`src/sv/ssr_pkg.sv`:
```
// Shared types and constants for the sparse set with swap-remove block.
`timescale 1ns / 1ps
`default_nettype none
package ssr_pkg;

    localparam int OP_W      = 2;
    localparam int IDX_W     = 16;
    localparam int VAL_W     = 64;
    localparam int STAT_W    = 2;
    localparam int COUNT_W   = 11;
    localparam int S_TDATA_W = 80;
    localparam int M_TDATA_W = 80;

    typedef enum logic [OP_W-1:0] {
        OP_ADD     = 2'd0,
        OP_REMOVE  = 2'd1,
        OP_WRITE   = 2'd2,
        OP_PROCESS = 2'd3
    } t_op;

    typedef enum logic [STAT_W-1:0] {
        ST_DONE      = 2'd0,
        ST_NO_CHANGE = 2'd1,
        ST_RANGE     = 2'd2
    } t_status;

    typedef enum logic [3:0] {
        S_CLEAR,
        S_IDLE,
        S_LOOKUP,
        S_CHECK,
        S_MOVE,
        S_DROP,
        S_WALK_RD,
        S_VAL_RD,
        S_VAL_GET,
        S_MUL_SQ,
        S_MUL_A,
        S_MUL_C,
        S_FINISH
    } t_state;

    // Commands from the controller to the datapath.
    typedef struct packed {
        logic    capture;
        logic    pos_rd;
        logic    dense_rd_last;
        logic    dense_rd_walk;
        logic    val_rd;
        logic    val_wr;
        logic    add_commit;
        logic    move_commit;
        logic    drop_commit;
        logic    latch_slot;
        logic    clear_wr;
        logic    walk_init;
        logic    walk_inc;
        logic    take_value;
        logic    mul_sq_done;
        logic    mul_a_done;
        logic    mul_c_done;
        logic    set_status;
        t_status status;
        logic    finish;
    } t_dp_cmd;

    // Status from the datapath back to the controller.
    typedef struct packed {
        t_op  op;
        logic in_range;
        logic pos_valid;
        logic slot_is_last;
        logic count_full;
        logic walk_done;
        logic mul_done;
        logic clear_done;
        logic out_free;
    } t_dp_stat;

endpackage
`default_nettype wire

```
`src/sv/ssr_ctrl.sv`:
```
// Controller state machine sequencing add, remove, write and process.
`timescale 1ns / 1ps
`default_nettype none
module ssr_ctrl (
    input  wire logic              i_clk,
    input  wire logic              i_rst_n,
    input  wire logic              i_s_tvalid,
    output logic                   o_s_tready,
    input  wire ssr_pkg::t_dp_stat i_stat,
    output ssr_pkg::t_dp_cmd       o_cmd
);
    import ssr_pkg::*;

    t_state r_state;
    t_state n_state;

    always_ff @(posedge i_clk) begin
        if (!i_rst_n) begin
            r_state <= S_CLEAR;
        end else begin
            r_state <= n_state;
        end
    end

    always_comb begin
        n_state = r_state;
        unique case (r_state)
            S_CLEAR: begin
                if (i_stat.clear_done) n_state = S_IDLE;
            end
            S_IDLE: begin
                if (i_s_tvalid) n_state = S_LOOKUP;
            end
            S_LOOKUP: begin
                priority if (i_stat.op == OP_PROCESS) begin
                    n_state = S_WALK_RD;
                end else if (!i_stat.in_range || i_stat.op == OP_WRITE) begin
                    n_state = S_FINISH;
                end else begin
                    n_state = S_CHECK;
                end
            end
            S_CHECK: begin
                priority if (i_stat.op == OP_ADD || !i_stat.pos_valid
                             || i_stat.slot_is_last) begin
                    n_state = S_FINISH;
                end else begin
                    n_state = S_MOVE;
                end
            end
            S_MOVE:    n_state = S_DROP;
            S_DROP:    n_state = S_FINISH;
            S_WALK_RD: n_state = i_stat.walk_done ? S_FINISH : S_VAL_RD;
            S_VAL_RD:  n_state = S_VAL_GET;
            S_VAL_GET: n_state = S_MUL_SQ;
            S_MUL_SQ: begin
                if (i_stat.mul_done) n_state = S_MUL_A;
            end
            S_MUL_A: begin
                if (i_stat.mul_done) n_state = S_MUL_C;
            end
            S_MUL_C: begin
                if (i_stat.mul_done) n_state = S_WALK_RD;
            end
            S_FINISH: begin
                if (i_stat.out_free) n_state = S_IDLE;
            end
            default: n_state = S_IDLE;
        endcase
    end

    always_comb begin
        o_cmd        = '0;
        o_cmd.status = ST_DONE;
        o_s_tready   = 1'b0;
        unique case (r_state)
            S_CLEAR: begin
                o_cmd.clear_wr = 1'b1;
            end
            S_IDLE: begin
                o_s_tready    = 1'b1;
                o_cmd.capture = i_s_tvalid;
            end
            S_LOOKUP: begin
                o_cmd.set_status = 1'b1;
                priority if (i_stat.op == OP_PROCESS) begin
                    o_cmd.walk_init = 1'b1;
                end else if (!i_stat.in_range) begin
                    o_cmd.status = ST_RANGE;
                end else if (i_stat.op == OP_WRITE) begin
                    o_cmd.val_wr = 1'b1;
                end else begin
                    o_cmd.pos_rd = 1'b1;
                end
            end
            S_CHECK: begin
                o_cmd.set_status = 1'b1;
                if (i_stat.op == OP_ADD) begin
                    if (i_stat.pos_valid || i_stat.count_full) begin
                        o_cmd.status = ST_NO_CHANGE;
                    end else begin
                        o_cmd.add_commit = 1'b1;
                    end
                end else begin
                    if (!i_stat.pos_valid) begin
                        o_cmd.status = ST_NO_CHANGE;
                    end else if (i_stat.slot_is_last) begin
                        o_cmd.drop_commit = 1'b1;
                    end else begin
                        o_cmd.latch_slot    = 1'b1;
                        o_cmd.dense_rd_last = 1'b1;
                    end
                end
            end
            S_MOVE: begin
                o_cmd.move_commit = 1'b1;
            end
            S_DROP: begin
                o_cmd.drop_commit = 1'b1;
            end
            S_WALK_RD: begin
                o_cmd.dense_rd_walk = !i_stat.walk_done;
            end
            S_VAL_RD: begin
                o_cmd.val_rd = 1'b1;
            end
            S_VAL_GET: begin
                o_cmd.take_value = 1'b1;
            end
            S_MUL_SQ: begin
                o_cmd.mul_sq_done = i_stat.mul_done;
            end
            S_MUL_A: begin
                o_cmd.mul_a_done = i_stat.mul_done;
            end
            S_MUL_C: begin
                o_cmd.mul_c_done = i_stat.mul_done;
                o_cmd.walk_inc   = i_stat.mul_done;
            end
            S_FINISH: begin
                o_cmd.finish = i_stat.out_free;
            end
            default: begin
                o_cmd = '0;
            end
        endcase
    end

endmodule
`default_nettype wire
```
`config.mk`:
```
export PLATFORM = sky130hd
export DESIGN_NAME = ssr_ctrl
export DESIGN_NICKNAME = d
export VERILOG_FILES = /design/src/sv/ssr_pkg.sv /design/src/sv/ssr_ctrl.sv
export SDC_FILE = /design/constraint.sdc
export NUM_CORES = 1
export LEC_CHECK = 0
export ABC_AREA = 1
export BUFFER_PORTS_ARGS = -buffer_cell sky130_fd_sc_hd__buf_2
export CORE_UTILIZATION = 41
export CTS_CLUSTER_DIAMETER = 200
export DETAILED_ROUTE_END_ITERATION = 7
export GPL_TIMING_DRIVEN = 0
export PLACE_DENSITY = 0.79
export SLEW_MARGIN = 40
export SYNTH_ARGS = -nofsm -noshare
export SYNTH_HDL_FRONTEND = slang
export SYNTH_SLANG_ARGS = --single-unit
```
`constraint.sdc`:
```
create_clock -name i_clk -period 1.4 [get_ports i_clk]
set_input_delay 0.28 -clock i_clk [delete_from_list [all_inputs] [get_ports i_clk]]
set_output_delay 0.28 -clock i_clk [all_outputs]
set_load 0.01 [all_outputs]
```
**Yosys cells after proc, flatten, opt, wreduce, memory -nomap -nowiden**

Index checks and enable logic that the tools add are counted.

- Output and inout port bits: 22
- Word-level logic and storage cells: 81
- Latch bits: 0
- Memories kept: 0
- Bits in registers: 4
- ROM bits: 0
- Bits in writable memories: 0
- Input bits: 13

- Mux-type cells: 50
- Divide/modulo/power cells: 0
- Multipliers: 0
- Magnitude comparators: 0
- Eq/ne operators: 20
- Shift operators: 0
- Add/sub/neg operators: 0
- Bitwise gates (word level): 0
- Reductions and logical operators: 10

Operators by type and width:

| cell | number |
|---|---|
| $pmux 4 s13 | 1 |
| $mux 4 | 10 |
| $mux 1 | 32 |
| $eq 4x4->1 const B | 5 |
| $eq 4x3->1 const B | 4 |
| $ne 2x2->1 const B | 6 |
| $mux 2 | 5 |
| $eq 4x2->1 const B | 2 |
| $pmux 3 s2 | 1 |
| $reduce_and 6->1 | 1 |
| $eq 2x2->1 const B | 2 |
| $eq 4x1->1 const B | 1 |
| $logic_not 4->1 | 1 |
| $logic_or 1x1->1 | 4 |
| $logic_not 1->1 | 3 |
| $logic_not 2->1 | 1 |
| $pmux 1 s2 | 1 |

**Longest topological paths before layout**

Gate-level depths: netlist (run 1).

- Depth after elaboration: 5
- Mapped depth: 9
- Depth with buffers taken out: 9

**Worst setup path before layout (run 1)**

Ideal clock, no wire load.

- Path type: reg2out
- Start point: register r_state[1]
- End point: output port o_cmd[18] (netlist name)
- Buffers on the path: 2
- Arrival: 1218 ps
- Stages on the path, launching flop included: 7
- Path slack: -98 ps
- Data required time: 1120 ps
- Path through: dfxtp_1 > buf_4 > nand2_1 > inv_1 > nand2_1 > nor3_1 > buf_4

RTL lines:

| item | line | source |
|---|---|---|
| start, declared | ssr_ctrl.sv:14 | `t_state r_state;` |
| start signal, assigned | ssr_ctrl.sv:21 | `r_state <= n_state;` |
| end, declared | ssr_ctrl.sv:10 | `output ssr_pkg::t_dp_cmd o_cmd` |

==> results of run 1 <==
## synth_stat cells
master / instances
a21oi_1: 5
nand3_1: 5
o22ai_1: 1
nand3b_1: 1
nor2_2: 4
o21ai_0: 3
nor3_1: 4
nor4_1: 3
buf_4: 3
inv_1: 21
nand2_2: 1
dfxtp_1: 4
nor2_1: 26
nand4_1: 1
nand2_1: 31
## final cells by class
cell class / instances / area [um^2]
fill: 29 / 50.0
sequential: 4 / 95.1
clock buffer: 3 / 22.5
buffer: 2 / 15.0
multi-input combinational: 85 / 538
timing repair buffer: 50 / 347
tap: 14 / 17.5
inverter: 21 / 86.3
## critical path, cell delays in order (launching register included)
cell and delay [ns]:
dfxtp_4 0.37, nor2_4 0.18, buf_12 0.13, nand2_4 0.04, nor4_1 0.18, buf_2 0.18
## metal layers
layer | vias up | part of all wire (%) | track usage (%)
met2 | 154 | 41 | 48.8
met4 | 0 | 9.7 | 15.5
met5 | - | 0 | 0
met3 | 54 | 17 | 8.67
met1 | 469 | 32 | 36.5
li1 | 458 | - | -
## cell usage in the layout, fill, tap and decap left out
cell type  synthesis  layout
buf_4              3      12
a21oi_2            0       1
nand3_2            0       2
buf_2              0      30
nand4_1            1       1
nor3_4             0       1
inv_1             21      15
nor4_1             3       1
clkbuf_4           0       3
inv_2              0       3
nand2_4            0       4
buf_6              0       9
buf_12             0       1
nand2_2            1       5
nand2_1           31      23
nor2_2             4       5
o22ai_2            0       1
nand3b_1           1       1
nor2_1            26      16
nor3_2             0       3
dfxtp_4            0       4
o21ai_0            3       1
nor4_2             0       2
nor2_4             0       9
a21oi_1            5       4
nand3_1            5       3
inv_4              0       3
o21ai_1            0       2
## report_power, final
part	total (mW)	switching, mW	internal, mW
Clock	0.156	0.0598	0.0966
Combinational	1.48	0.870	0.609
Sequential	0.318	0.136	0.182
## metrics by stage
step                instance area [um^2]  hold WS (ns)
finish                              1120         0.310
global route                        1120         0.311
CTS                                  930         0.284
detailed placement                   743         0.552
global placement                     743         0.545
floorplan                            556         0.416
## worst min path at each step
stage | depth (start not counted) | to | from | slack, ns
3_3_place_gp | 3 | r_state[0]$_SDFFE_PN0P_ | i_rst_n | 0.55
4_1_cts | 3 | r_state[0]$_SDFFE_PN0P_ | i_rst_n | 0.28
2_1_floorplan | 2 | r_state[0]$_SDFFE_PN0P_ | i_rst_n | 0.42
6_report | 3 | r_state[0]$_SDFFE_PN0P_ | i_rst_n | 0.31
3_5_place_dp | 3 | r_state[0]$_SDFFE_PN0P_ | i_rst_n | 0.55
5_1_grt | 3 | r_state[0]$_SDFFE_PN0P_ | i_rst_n | 0.31
## cell families (layout without fill, tap and decap cells)
| logic type | Yosys count | after routing |
|---|---|---|
| buffers and inverters | 24 | 76 |
| AOI/OAI and AO/OA | 9 | 9 |
| and+or+nand+nor | 76 | 76 |
| DFF | 4 | 4 |
## what timing repair did
| action | in CTS | in global routing |
|---|---|---|
| buffers inserted | 11 | 5 |
| endpoints found under the setup margin | 20 | 24 |
| pin swaps | 6 | 20 |
| resized for setup | 24 | 46 |
| hold buffers | 0 | 0 |
==> out/metrics.sh, run 1 <==
GLOBALROUTEOVERFLOWTOTAL=0
CTS_BUFFER_DEPTH=2
SYNTH_AREA_LEADER_CELL='nand2_1'
N_ANTENNA_CELL=0
SYNTH_ADDER_AREA_SHARE_PCT=0
MAX_CAP_VIOL_COUNT=0
CTS_ROOT_BUFFER='clkbuf_4'
GLOBALPLACE.CONGESTION=0.859
CLOCK_INSERTION_DELAY_WORST_SKEW_NS=0.26
MIN_DELAY_PATH_CLASS='in2reg'
REG2REG_PATH_DEPTH=11
CP.ARRIVAL_NS=1.35
GRT_MAX_DEGREE=8
PORT-BUFFER-COUNT=34
CLK_SINK_COUNT=4
DESIGN_POWER_TOTAL_mW=1.95
LARGEST_FAMILY_OF_LOGIC_CELLS_BY_SYNTHESIZED_AREA='simple AND/OR/NAND/NOR gates'
FLOORPLAN.DIE.WIDTH_UM=38.6
FINAL_UTIL_PCT=95.7
ROUTE.DETAILED.WL_PER_INST_UM=18.8
FINAL_MAX_SLEW_VIOL_COUNT=0
CRITPATHLAUNCHTYPE='flip-flop'
DR.FIRST_ITER.DRC_COUNT=170
MAX_RAIL_DROP_VDD_uV=1520
TIMING.CRITICAL_PATH.TO='o_cmd[15]'
FINAL-SETUP-VIOL-COUNT=25
SYNTHESIS.AREA_UM2=551
SEQ_AREA_FRAC_SYNTH_PCT=14.5
SYN_TO_FINAL_GROWTH_PCT=104
CTS.REPORTEDPATHS.CLKPINSLEW_NS=0.04
CP-STARTPOINT='r_state[3]$_SDFFE_PN0P_'
FIRST_GLOBAL_VIAS=727
POST_SYNTH_XOR_AREA_FRACTION_PCT=0
SYNTH_TOP_CELL_AREA_SHARE_PCT=21.1
WORST-SETUP-PATH-TYPE='reg2out'
REG_TOP3='r_state x4'
FINALNONFILLERCELLS=179
NETLIST_INSTANCES=113
SYNTH.YOSYS.WARNINGS=0
SETUP_REPAIR_AFTER_GLOBAL_ROUTING_MISSED_ITS_MARGIN='yes'
FIN_NETS=180
ANT_NETS=0
PIN_COUNT=35
POWER.STATIC_LEAKAGE_nW=0.623
NUMBER_OF_BUFFERS_CREATED_BY_CTS=3
SYNTHESIS.AREA_PER_INSTANCE_UM2=4.87
LARGEST_REGISTER_FFS=4
POST_SYNTH_MAIN_AREA_CONTRIBUTORS='nand2_1, nor2_1, dfxtp_1, inv_1, a21oi_1'
DIE-AREA_UM2=1490
YS_TYPES=15
SKEW_NS=0.0115
DR.PASS1.ITERS=8
NUMPLACEDINSTANCES=161
CRIT_REQUIRED_NS=1.12
FF2FF_SETUP_SLACK_NS=-0.13
CRITICAL_PATH.REG2REG.STARTPOINT='r_state[3]$_SDFFE_PN0P_'
ROUTED_VIA_DENSITY=6.34
SHARE_OF_FINAL_LAYOUT_STANDARD_CELLS_STRONGER_THAN_DRIVE_STRENGTH_1_PCT=59.4
GLOBALROUTETOTALUTIL_PCT=30.5
SETUP-TNS-FINAL_NS=-3.09
ANTENNA_FOUND_INITIAL=0
VERTICAL_DIE_DIMENSION_UM=38.6
POST_SYNTHESIS_COMPOUND_GATE_AREA_FRACTION_PCT=8.41
VIAS=1135
RESIDUAL_DRC=3
FIN_CRIT_NS=1.63
SYNTH_SIMPLE_GATE_AREA_SHARE_PCT=58.6
RUN_STATUS='complete, but fails checks'
CTS_MAX_LEVEL=1
POWER_PER_CELL_AREA_nW_PER_UM2=1740
POST_SYNTHESIS_NET_COUNT=126
DPL.HPWL_UM=1270
CRITICAL_PATH_PEAK_FANOUT=6
CORE_AREA_UM2=1170
PRE_CTS_WS_NS=-0.0721
FAILING_CHECKS='design-rule violations, negative setup slack'
POST_SYNTH_MUX_AREA_SHARE_PCT=0
REPORT.FINAL.HOLD_VIOL_COUNT=0
CP-END-KIND='output port'
POSTROUTEWIRELENGTH_UM=3370
SYNTH.FF_LATCH_COUNT=4
GRT_PASS1_WL_UM=3030
CAPTURE_POINT_OF_THE_WORST_REG_TO_REG_PATH='r_state[3]$_SDFFE_PN0P_'
WORST_SLACK_SETUP_FINAL_NS=-0.228
WORST_PIN_SLEW_NS=0.397
ROW_COUNT=12
MAX_FREQ_MHz=614
TIMING.MAX_SLEW.REL_SLACK_PCT=73.4
TRITONCTS='yes'
LARGEST_REGISTER='r_state'
FINALCRITPERIODSHARE_PCT=116
INITIAL_UTILIZATION_PCT=47.0
(Power assumes the default switching activity.)
==> run 2: changes to the inputs <==
--- a/config.mk
+++ b/config.mk
@@ -7,11 +7,13 @@
 export LEC_CHECK = 0
 export ABC_AREA = 1
 export BUFFER_PORTS_ARGS = -buffer_cell sky130_fd_sc_hd__buf_2
-export CORE_UTILIZATION = 41
+export CORE_AREA = 2 2 39 41
+export CTS_BUF_LIST = sky130_fd_sc_hd__clkbuf_2 sky130_fd_sc_hd__clkbuf_4 sky130_fd_sc_hd__clkbuf_8
 export CTS_CLUSTER_DIAMETER = 200
 export DETAILED_ROUTE_END_ITERATION = 7
+export DIE_AREA = 0 0 41 43
 export GPL_TIMING_DRIVEN = 0
-export PLACE_DENSITY = 0.79
+export PLACE_DENSITY = 0.85
 export SLEW_MARGIN = 40
 export SYNTH_ARGS = -nofsm -noshare
 export SYNTH_HDL_FRONTEND = slang
==> out/metrics.sh, run 2 <==
VERTICAL_DIE_DIMENSION_UM=43  # +11%
FLOW.STOPPED_AT='global routing (5_1_grt)'
SYNTHESIS.AREA_UM2=551  # unchanged
PIN_COUNT=35  # unchanged
GRT_MAX_DEGREE=7
DPL.HPWL_UM=1290  # +1.2%
PORT-BUFFER-COUNT=34  # unchanged
POSTSYNTH.ASYNCRESETSHARE_PCT=0  # unchanged
SYNTH_AREA_LEADER_CELL='nand2_1'
GLOBALPLACE.CONGESTION=0.874  # +1.8%
ROW_COUNT=14  # +2
SYNTH.FF_LATCH_COUNT=4  # unchanged
CLK_SINK_COUNT=4  # unchanged
REPAIR-TIMING-GRT-WORST-EP='o_cmd[1]'
SYNTH-MAIN-FF-CELL='dfxtp_1'
WORST-EP-KIND='top-level output'
YS_TYPES=15  # unchanged
RUN_STATUS='stopped before the end'
CTS.HOLD.BUFFERS_ADDED=0  # unchanged
INITIAL_UTILIZATION_PCT=39.8  # -7.2 points
FLOORPLAN.DIE.WIDTH_UM=41  # +6.1%
CTS_ROOT_BUFFER='clkbuf_4'
NETLIST_INSTANCES=113  # unchanged
COUNT_OF_FLIP_FLOPS_WITH_A_BUILT_IN_ENABLE_AFTER_SYNTHESIS=0  # unchanged
CTS_MAX_LEVEL=1  # unchanged
NUMPLACEDINSTANCES=163  # +1.2%
NETLIST_TOP_CELLS_COUNT='nand2_1, nor2_1, inv_1, a21oi_1, nand3_1'
SEQ_AREA_FRAC_SYNTH_PCT=14.5  # unchanged
CTS_BUFFER_DEPTH=2  # unchanged
SYNTH_TOP_CELL_AREA_SHARE_PCT=21.1  # unchanged
ERROR_LINE='[ERROR DPL-0038] Utilization greater than 100%, impossible to legalize'
SYNTHESIS.AREA_PER_INSTANCE_UM2=4.87  # unchanged
SYNTH_MOST_COMMON_CELL='nand2_1'
NUMBER_OF_BUFFERS_CREATED_BY_CTS=3  # unchanged
POST_SYNTH_MAIN_AREA_CONTRIBUTORS='nand2_1, nor2_1, dfxtp_1, inv_1, a21oi_1'
SYNTH.YOSYS.WARNINGS=0  # unchanged
POST_SYNTHESIS_NET_COUNT=126  # unchanged
==> run 2: cell counts after synthesis <==
Identical to the previous run, type by type.
==> run 2: cell families after synthesis <==
kind of cell           count (synthesis)  synth area share, %
buffers and inverters                 24                 18.4
DFF                                    4                 14.5
AOI/OAI and AO/OA                      9                 8.41
and+or+nand+nor                       76                 58.6
==> run 2: timing repair <==
action / in CTS
resized for setup: 50
setup buffers: 23
pin swaps: 19
setup endpoints to repair: 20
==> run 2: per-stage QoR <==
step	util, %	cell area [um^2]	setup WS [ns]	TNS [ns]
floorplan	-	556	0.0289	0
global placement	53.9	746	-0.0718	-0.146
detailed placement	53.9	746	-0.0963	-0.207
CTS	80.3	1110	-0.153	-1.83
==> run 3: changes to the inputs <==
==> config.mk (replaced) <==
export PLATFORM = sky130hd
export DESIGN_NAME = ssr_ctrl
export DESIGN_NICKNAME = d
export VERILOG_FILES = /design/src/sv/ssr_pkg.sv /design/src/sv/ssr_ctrl.sv
export SDC_FILE = /design/constraint.sdc
export NUM_CORES = 1
export LEC_CHECK = 0
export ABC_AREA = 1
export BUFFER_PORTS_ARGS = -buffer_cell sky130_fd_sc_hd__buf_2
export CORE_AREA = 2 2 63 65
export DETAILED_ROUTE_END_ITERATION = 7
export DIE_AREA = 0 0 65 67
export GPL_TIMING_DRIVEN = 0
export PLACE_DENSITY_LB_ADDON = 0.15
export SLEW_MARGIN = 40
export SYNTH_ARGS = -nofsm -noshare
export SYNTH_HDL_FRONTEND = slang
export SYNTH_SLANG_ARGS = --single-unit
==> out/metrics.sh, run 3 (synthesis gave the netlist of run 1 again) <==
CLOCK_INSERTION_DELAY_WORST_SKEW_NS=0.21
WORST_SLACK_SETUP_FINAL_NS=-0.135
CRITPATHLAUNCHTYPE='flip-flop'
CRITICAL_PATH_PEAK_FANOUT=5
POSTROUTEWIRELENGTH_UM=2300
NUMBER_OF_BUFFERS_CREATED_BY_CTS=3  # unchanged
POWER_PER_CELL_AREA_nW_PER_UM2=1610
VIAS=887
GLOBALPLACE.CONGESTION=0.792  # -9.4%
STORAGE_CELL_AREA_UM2=95.1
CTS_ROOT_BUFFER='clkbuf_8'
TIMING.HOLD.WS_NS=0.320
FINAL_COMMON_CELL='buf_2'
SETUP_REPAIR_AFTER_GLOBAL_ROUTING_MISSED_ITS_MARGIN='yes'
FILLERS=408
FIRST_GLOBAL_VIAS=830
ROUTED_VIA_DENSITY=4.14
GLOBALROUTETOTALUTIL_PCT=10.2
FINALCRITPERIODSHARE_PCT=110
NUMPLACEDINSTANCES=195  # +20%
PORT-BUFFER-COUNT=34  # unchanged
FLOORPLAN.DIE.WIDTH_UM=65  # +59%
WORST-SETUP-PATH-TYPE='reg2out'
SHARE_OF_FINAL_LAYOUT_STANDARD_CELLS_STRONGER_THAN_DRIVE_STRENGTH_1_PCT=65.1
MIN_DELAY_PATH_CLASS='in2reg'
POWER.STATIC_LEAKAGE_nW=0.652
SYN_TO_FINAL_GROWTH_PCT=130
REPORT.FINAL.HOLD_VIOL_COUNT=0
PIN_COUNT=35  # unchanged
ROUTE.DETAILED.WL_PER_INST_UM=10.7
CTS.HOLD.BUFFERS_ADDED=0  # unchanged
GLOBALROUTEOVERFLOWTOTAL=0
CTS_MAX_LEVEL=1  # unchanged
SKEW_NS=0.000652
LAYOUT_COMMON_CELLS='buf_2, nand2_1, buf_6'
SHARE_COMB_OF_TOTAL_POWER_PCT=72.5
INITIAL_UTILIZATION_PCT=15.3  # -25 points
CLK_SINK_COUNT=4  # unchanged
CP_SLOWEST_STAGE_DELAY_NS=0.36
DR.FIRST_ITER.DRC_COUNT=39
MAX_CAP_VIOL_COUNT=0
P_INT_mW=1.03
CTS_BUFFER_DEPTH=2  # unchanged
DR.PASS1.ITERS=4
RESIDUAL_DRC=0
FAILING_CHECKS='negative setup slack'
CRITICAL_PATH.CELL_CHAIN='buf_6 -> nor2_4 -> nand2_2 -> o22ai_1 -> buf_2'
N_ANTENNA_CELL=0
WORST_PIN_SLEW_NS=0.409
FINAL-SETUP-VIOL-COUNT=12
FIN_NETS=181
MAX_RAIL_DROP_VDD_uV=1020
CP.ARRIVAL_NS=1.26
ANTENNA_FOUND_INITIAL=0
GRT_MAX_DEGREE=9
DESIGN_POWER_TOTAL_mW=2.04
FINAL_UTIL_PCT=35.1
ROW_COUNT=22  # +8
VERTICAL_DIE_DIMENSION_UM=67  # +56%
POWER_SWITCHING_SHARE_PCT=49.3
FIN_CRIT_NS=1.54
TRITONCTS='yes'
CLOCK_POWER_SHARE_PCT=11.5
MAX_FREQ_MHz=651
SETUP-TNS-FINAL_NS=-0.714
MULTI_INPUT_GATE_AREA_UM2=583
CORE_AREA_UM2=3610
DIE-AREA_UM2=4360
RUN_STATUS='complete, but fails checks'
LARGEST_REGISTER='r_state'
FF2FF_SETUP_SLACK_NS=0.05
DPL.HPWL_UM=1640  # +27%
CP-END-KIND='output port'
SEQ_POWER_SHARE_PCT=16.1
REG_TOP3='r_state x4'
LARGEST_REGISTER_FFS=4
CRIT_REQUIRED_NS=1.12
TIMING.CRITICAL_PATH.SLOWEST_STAGE_CELL='dfxtp_4'
P_SWITCHING_mW=1.01
GRT_PASS1_WL_UM=3410
FINAL_MAX_SLEW_VIOL_COUNT=0
CTS.REPORTEDPATHS.CLKPINSLEW_NS=0.03
ANT_NETS=0
TIMING.MAX_SLEW.REL_SLACK_PCT=72.5
FINALNONFILLERCELLS=214
==> run 3: routing by layer <==
layer,up-vias,GRT usage [%],routed length (um)
met5,-,0,0
met4,0,4.79,9
met3,2,1.35,95
met2,20,18.8,1220
met1,407,11.5,968
li1,458,-,-
==> run 3: critical path: cells and delay by family, from the launching register on <==
kind                   cells  cell delay, ns
buffers and inverters      2            0.28
and+or+nand+nor            2            0.23
DFF                        1            0.36
AOI/OAI and AO/OA          1            0.16
==> run 3: metrics by stage <==
step / setup slack [ns] / instance area (um^2)
detailed placement: -0.0989 / 786
global route: -0.185 / 1270
CTS: -0.126 / 1040
global placement: -0.112 / 786
floorplan: 0.0289 / 556
finish: -0.135 / 1270
==> run 3: path summary, 6_finish.rpt <==
kind                           start                 endpoint  depth (start not counted)
max          r_state[3]$_SDFFE_PN0P_                o_cmd[12]                          5
max reg2reg  r_state[0]$_SDFFE_PN0P_  r_state[3]$_SDFFE_PN0P_                         10
min reg2reg  r_state[1]$_SDFFE_PN0P_  r_state[1]$_SDFFE_PN0P_                          2
min                          i_rst_n  r_state[0]$_SDFFE_PN0P_                          3
==> run 3: cell type report <==
class | count | area share [%]
multi-input cells | 85 | 46.0
repair buffers | 51 | 29.7
inverters | 21 | 7.60
flip-flops and latches | 4 | 7.50
well taps | 48 | 4.74
clock buffers | 3 | 3.26
plain buffers | 2 | 1.18
==> run 3: timing repair <==
action	4_1_cts	5_1_grt
pin swaps	10	23
resized for setup	38	57
gates cloned	0	0
buffers inserted	13	5
endpoints found under the setup margin	20	26
==> run 3: power groups by stage <==
stage | clock network (mW) | registers [mW] | logic [mW]
floorplan | 0 | 0.197 | 0.572
global placement | 0 | 0.211 | 0.822
detailed placement | 0 | 0.209 | 0.817
CTS | 0.244 | 0.250 | 1.15
global route | 0.261 | 0.336 | 1.62
finish | 0.234 | 0.328 | 1.48
==> run 4: changes to the inputs <==
--- a/config.mk
+++ b/config.mk
@@ -5,7 +5,6 @@
 export SDC_FILE = /design/constraint.sdc
 export NUM_CORES = 1
 export LEC_CHECK = 0
-export ABC_AREA = 1
 export BUFFER_PORTS_ARGS = -buffer_cell sky130_fd_sc_hd__buf_2
 export CORE_AREA = 2 2 63 65
 export DETAILED_ROUTE_END_ITERATION = 7
==> out/metrics.sh, run 4 <==
RUN_STATUS='complete, but fails checks'
FAILING_CHECKS='negative setup slack'
ANT_NETS=0  # unchanged
FINAL_MAX_SLEW_VIOL_COUNT=0  # unchanged
DR.PASS1.ITERS=4  # unchanged
CRIT_REQUIRED_NS=1.12  # about the same
WL_MET1_UM=1170  # +21%
NUMBER_OF_BUFFERS_CREATED_BY_CTS=3  # unchanged
LAYOUT_COMMON_CELLS='buf_2, buf_4, buf_6'
FIRST_GLOBAL_VIAS=934  # +13%
FLOORPLAN.DIE.WIDTH_UM=65  # unchanged
TIMING.CRITICAL_PATH.SLOWEST_STAGE_CELL='dfxtp_4'
N_ANTENNA_CELL=0  # unchanged
FF2FF_SETUP_SLACK_NS=-0.06  # -0.11 ns
FINALCRITPERIODSHARE_PCT=114  # +4.8 points
CRITICAL_PATH.REG2REG.STARTPOINT='r_state[3]$_SDFFE_PN0P_'
COUNT_OF_FLIP_FLOPS_WITH_A_BUILT_IN_ENABLE_AFTER_SYNTHESIS=0  # unchanged
PATH_DEPTH=5  # unchanged
CORE_AREA_UM2=3610  # unchanged
GLOBALROUTETOTALUTIL_PCT=13.3  # +3.1 points
POSTSYNTH.ASYNCRESETSHARE_PCT=0  # unchanged
CTS_ROOT_BUFFER='clkbuf_8'
SYNTH.YOSYS.WARNINGS=0  # unchanged
REG2REG_PATH_DEPTH=6  # -4
CRITPATHLAUNCHTYPE='flip-flop'
MIN_DELAY_PATH_CLASS='in2reg'
CP.ARRIVAL_NS=1.32  # +0.06 ns
CAPTURE_POINT_OF_THE_WORST_REG_TO_REG_PATH='r_state[3]$_SDFFE_PN0P_'
FINAL-SETUP-VIOL-COUNT=25  # +13
POWER.STATIC_LEAKAGE_nW=0.650  # -0.29%
ANTENNA_FOUND_INITIAL=0  # unchanged
SETUP_REPAIR_AFTER_GLOBAL_ROUTING_MISSED_ITS_MARGIN='yes'
CRITICAL_PATH.CELL_CHAIN='and2b_2 -> nand2_4 -> nor3_4 -> buf_4 -> buf_6'
PORT-BUFFER-COUNT=34  # unchanged
FINALNONFILLERCELLS=208  # -2.8%
VIAS=977  # +10%
POWER_PER_CELL_AREA_nW_PER_UM2=449  # -72%
PIN_COUNT=35  # unchanged
CTS.REPORTEDPATHS.CLKPINSLEW_NS=0.03  # about the same
RESIDUAL_DRC=0  # unchanged
TIMING.MAX_SLEW.REL_SLACK_PCT=69.3  # -3.2 points
CRITICAL_PATH_PEAK_FANOUT=7  # +2
ROUTE.DETAILED.WL_PER_INST_UM=13.7  # +28%
NUMPLACEDINSTANCES=179  # -8.2%
CTS_MAX_LEVEL=1  # unchanged
SYNTHESIS.AREA_UM2=647  # +17%
POST_SYNTHESIS_NET_COUNT=110  # -13%
INITIAL_UTILIZATION_PCT=17.9  # +2.7 points
SYNTH_MOST_COMMON_CELL='nor2_1'
FINAL_UTIL_PCT=40.4  # +5.2 points
CTS.HOLD.BUFFERS_ADDED=0  # unchanged
GRT_MAX_DEGREE=11  # +2
CP-STARTPOINT='r_state[3]$_SDFFE_PN0P_'
LARGEST_REGISTER_FFS=4  # unchanged
SYNTH_TOP_CELL_AREA_SHARE_PCT=12.4  # -8.8 points
CLK_SINK_COUNT=4  # unchanged
WL_MET2_UM=1450  # +18%
MAX_CAP_VIOL_COUNT=0  # unchanged
ROW_COUNT=22  # unchanged
DR_WL_MET3_UM=206  # +120%
SYN_TO_FINAL_GROWTH_PCT=125
LARGEST_REGISTER='r_state'
CTS_BUFFER_DEPTH=2  # unchanged
FIN_CRIT_NS=1.60  # +0.0667 ns
CLOCK_INSERTION_DELAY_WORST_SKEW_NS=0.21  # about the same
SHARE_OF_FINAL_LAYOUT_STANDARD_CELLS_STRONGER_THAN_DRIVE_STRENGTH_1_PCT=70.6  # +5.6 points
SYNTH.FF_LATCH_COUNT=4  # unchanged
CRIT_PATH_MAX_DELAY_FAMILY='simple AND/OR/NAND/NOR gates'
GRT_PASS1_WL_UM=4360  # +28%
VERTICAL_DIE_DIMENSION_UM=67  # unchanged
DIE-AREA_UM2=4360  # unchanged
TRITONCTS='yes'
SYNTHESIS.AREA_PER_INSTANCE_UM2=6.67  # +37%
FIN_NETS=175  # -3.3%
NETLIST_INSTANCES=97  # -14%
ROUTED_VIA_DENSITY=4.70  # +13%
REPORT.FINAL.HOLD_VIOL_COUNT=0  # unchanged
GLOBALROUTEOVERFLOWTOTAL=0  # unchanged
TIMING.CRITICAL_PATH.TO='o_cmd[18]'
WORST_SLACK_SETUP_FINAL_NS=-0.202  # -0.0667 ns
ROUTE.TOP_LAYER_USED='met4'
CP_SLOWEST_STAGE_DELAY_NS=0.37  # about the same
CRITPATHBUFINV=2  # unchanged
CP-END-KIND='output port'
FINAL_COMMON_CELL='buf_2'
MAX_FREQ_MHz=624  # -4.2%
POST_SYNTH_MAIN_AREA_CONTRIBUTORS='dfxtp_1, nor3_1, nand2b_1, nor2_1, nor2b_1'
WORST_PIN_SLEW_NS=0.456  # +0.0465 ns
POSTROUTEWIRELENGTH_UM=2860  # +24%
MAX_RAIL_DROP_VDD_uV=497  # -51%
REG_TOP3='r_state x4'
FILLERS=394  # -3.4%
SYNTH-MAIN-FF-CELL='dfxtp_1'
GLOBALPLACE.CONGESTION=0.753  # -4.9%
SYNTH_AREA_LEADER_CELL='dfxtp_1'
SKEW_NS=0.000163  # -0.000490 ns
NETLIST_TOP_CELLS_COUNT='nor2_1, nand2_1, nor3_1, nand2b_1, nor2b_1'
DR.FIRST_ITER.DRC_COUNT=35  # -10%
YS_TYPES=38  # +23
WORST-SETUP-PATH-TYPE='reg2out'
DPL.HPWL_UM=1840  # +12%
SEQ_AREA_FRAC_SYNTH_PCT=12.4  # -2.2 points
run 4: changes by cell type after synthesis, moves of 3 or more:
cell	change
a211oi_1	+3
and2_1	+3
and3_1	+3
buf_2	+4
inv_1	-19
nand2_1	-22
nand2b_1	+6
nand3_1	-3
nor2_1	-16
nor2_2	-4
nor2b_1	+6
nor3_1	+4
run 4: tightest hold or removal path, delay by kind of cell:
family          cells  cell delay, ns
buf+inv             2            0.20
compound gates      1            0.04
run 4: how the worst min path moves through the flow:
stage | to | cells past startpoint | startpoint
2_1_floorplan | r_state[2]$_SDFFE_PN0P_ | 2 | i_rst_n
3_3_place_gp | r_state[2]$_SDFFE_PN0P_ | 3 | i_rst_n
3_5_place_dp | r_state[2]$_SDFFE_PN0P_ | 3 | i_rst_n
4_1_cts | r_state[2]$_SDFFE_PN0P_ | 3 | i_rst_n
5_1_grt | r_state[2]$_SDFFE_PN0P_ | 3 | i_rst_n
6_report | r_state[2]$_SDFFE_PN0P_ | 3 | i_rst_n
run 4: cells by family after synthesis:
group                  after synthesis  share of synthesized area [%]
buffers and inverters               12                           11.2
AND/OR/NAND/NOR                     58                           51.8
AO/OA/AOI/OAI                       23                           24.6
flip-flops                           4                           12.4
run 4: power breakdown:
part           leakage, nW  internal (mW)  switching, mW
sequential          0.0352          0.117         0.0107
clock               0.0216          0.183         0.0555
combinational        0.594          0.147          0.140
run 4: final cells by class:
type | count | area, um^2 | share of cell area (%)
Buffer | 8 | 101 | 6.96
Clock buffer | 3 | 41.3 | 2.84
Timing Repair Buffer | 61 | 452 | 31.0
Sequential cell | 4 | 92.6 | 6.36
Multi-Input combinational cell | 81 | 697 | 47.9
Inverter | 3 | 11.3 | 0.774
Tap cell | 48 | 60.1 | 4.13
run 4: through the flow:
step | TNS, ns | power (mW) | worst slack, ns | hold WS, ns | cell area, um^2
2_1_floorplan | -0.0309 | 0.232 | -0.0290 | 0.399 | 669
3_3_place_gp | -1.84 | 0.297 | -0.232 | 0.562 | 900
3_5_place_dp | -1.74 | 0.297 | -0.236 | 0.566 | 900
4_1_cts | -2.81 | 0.623 | -0.211 | 0.340 | 1330
5_1_grt | -4.05 | 0.703 | -0.272 | 0.353 | 1460
6_report | -2.60 | 0.653 | -0.202 | 0.348 | 1460
run 4: layer usage:
metal  up-vias  global-route usage (%)
met3         2                    3.04
met2        43                    24.1
met5         -                       0
met4         0                    5.05
li1        475                       -
met1       457                    15.1
run 4: what timing repair did:
item	CTS	global route
setup buffers	22	5
endpoints found under the hold margin	0	0
setup endpoints to repair	24	26
gates resized for setup	51	25
pin swaps	15	13
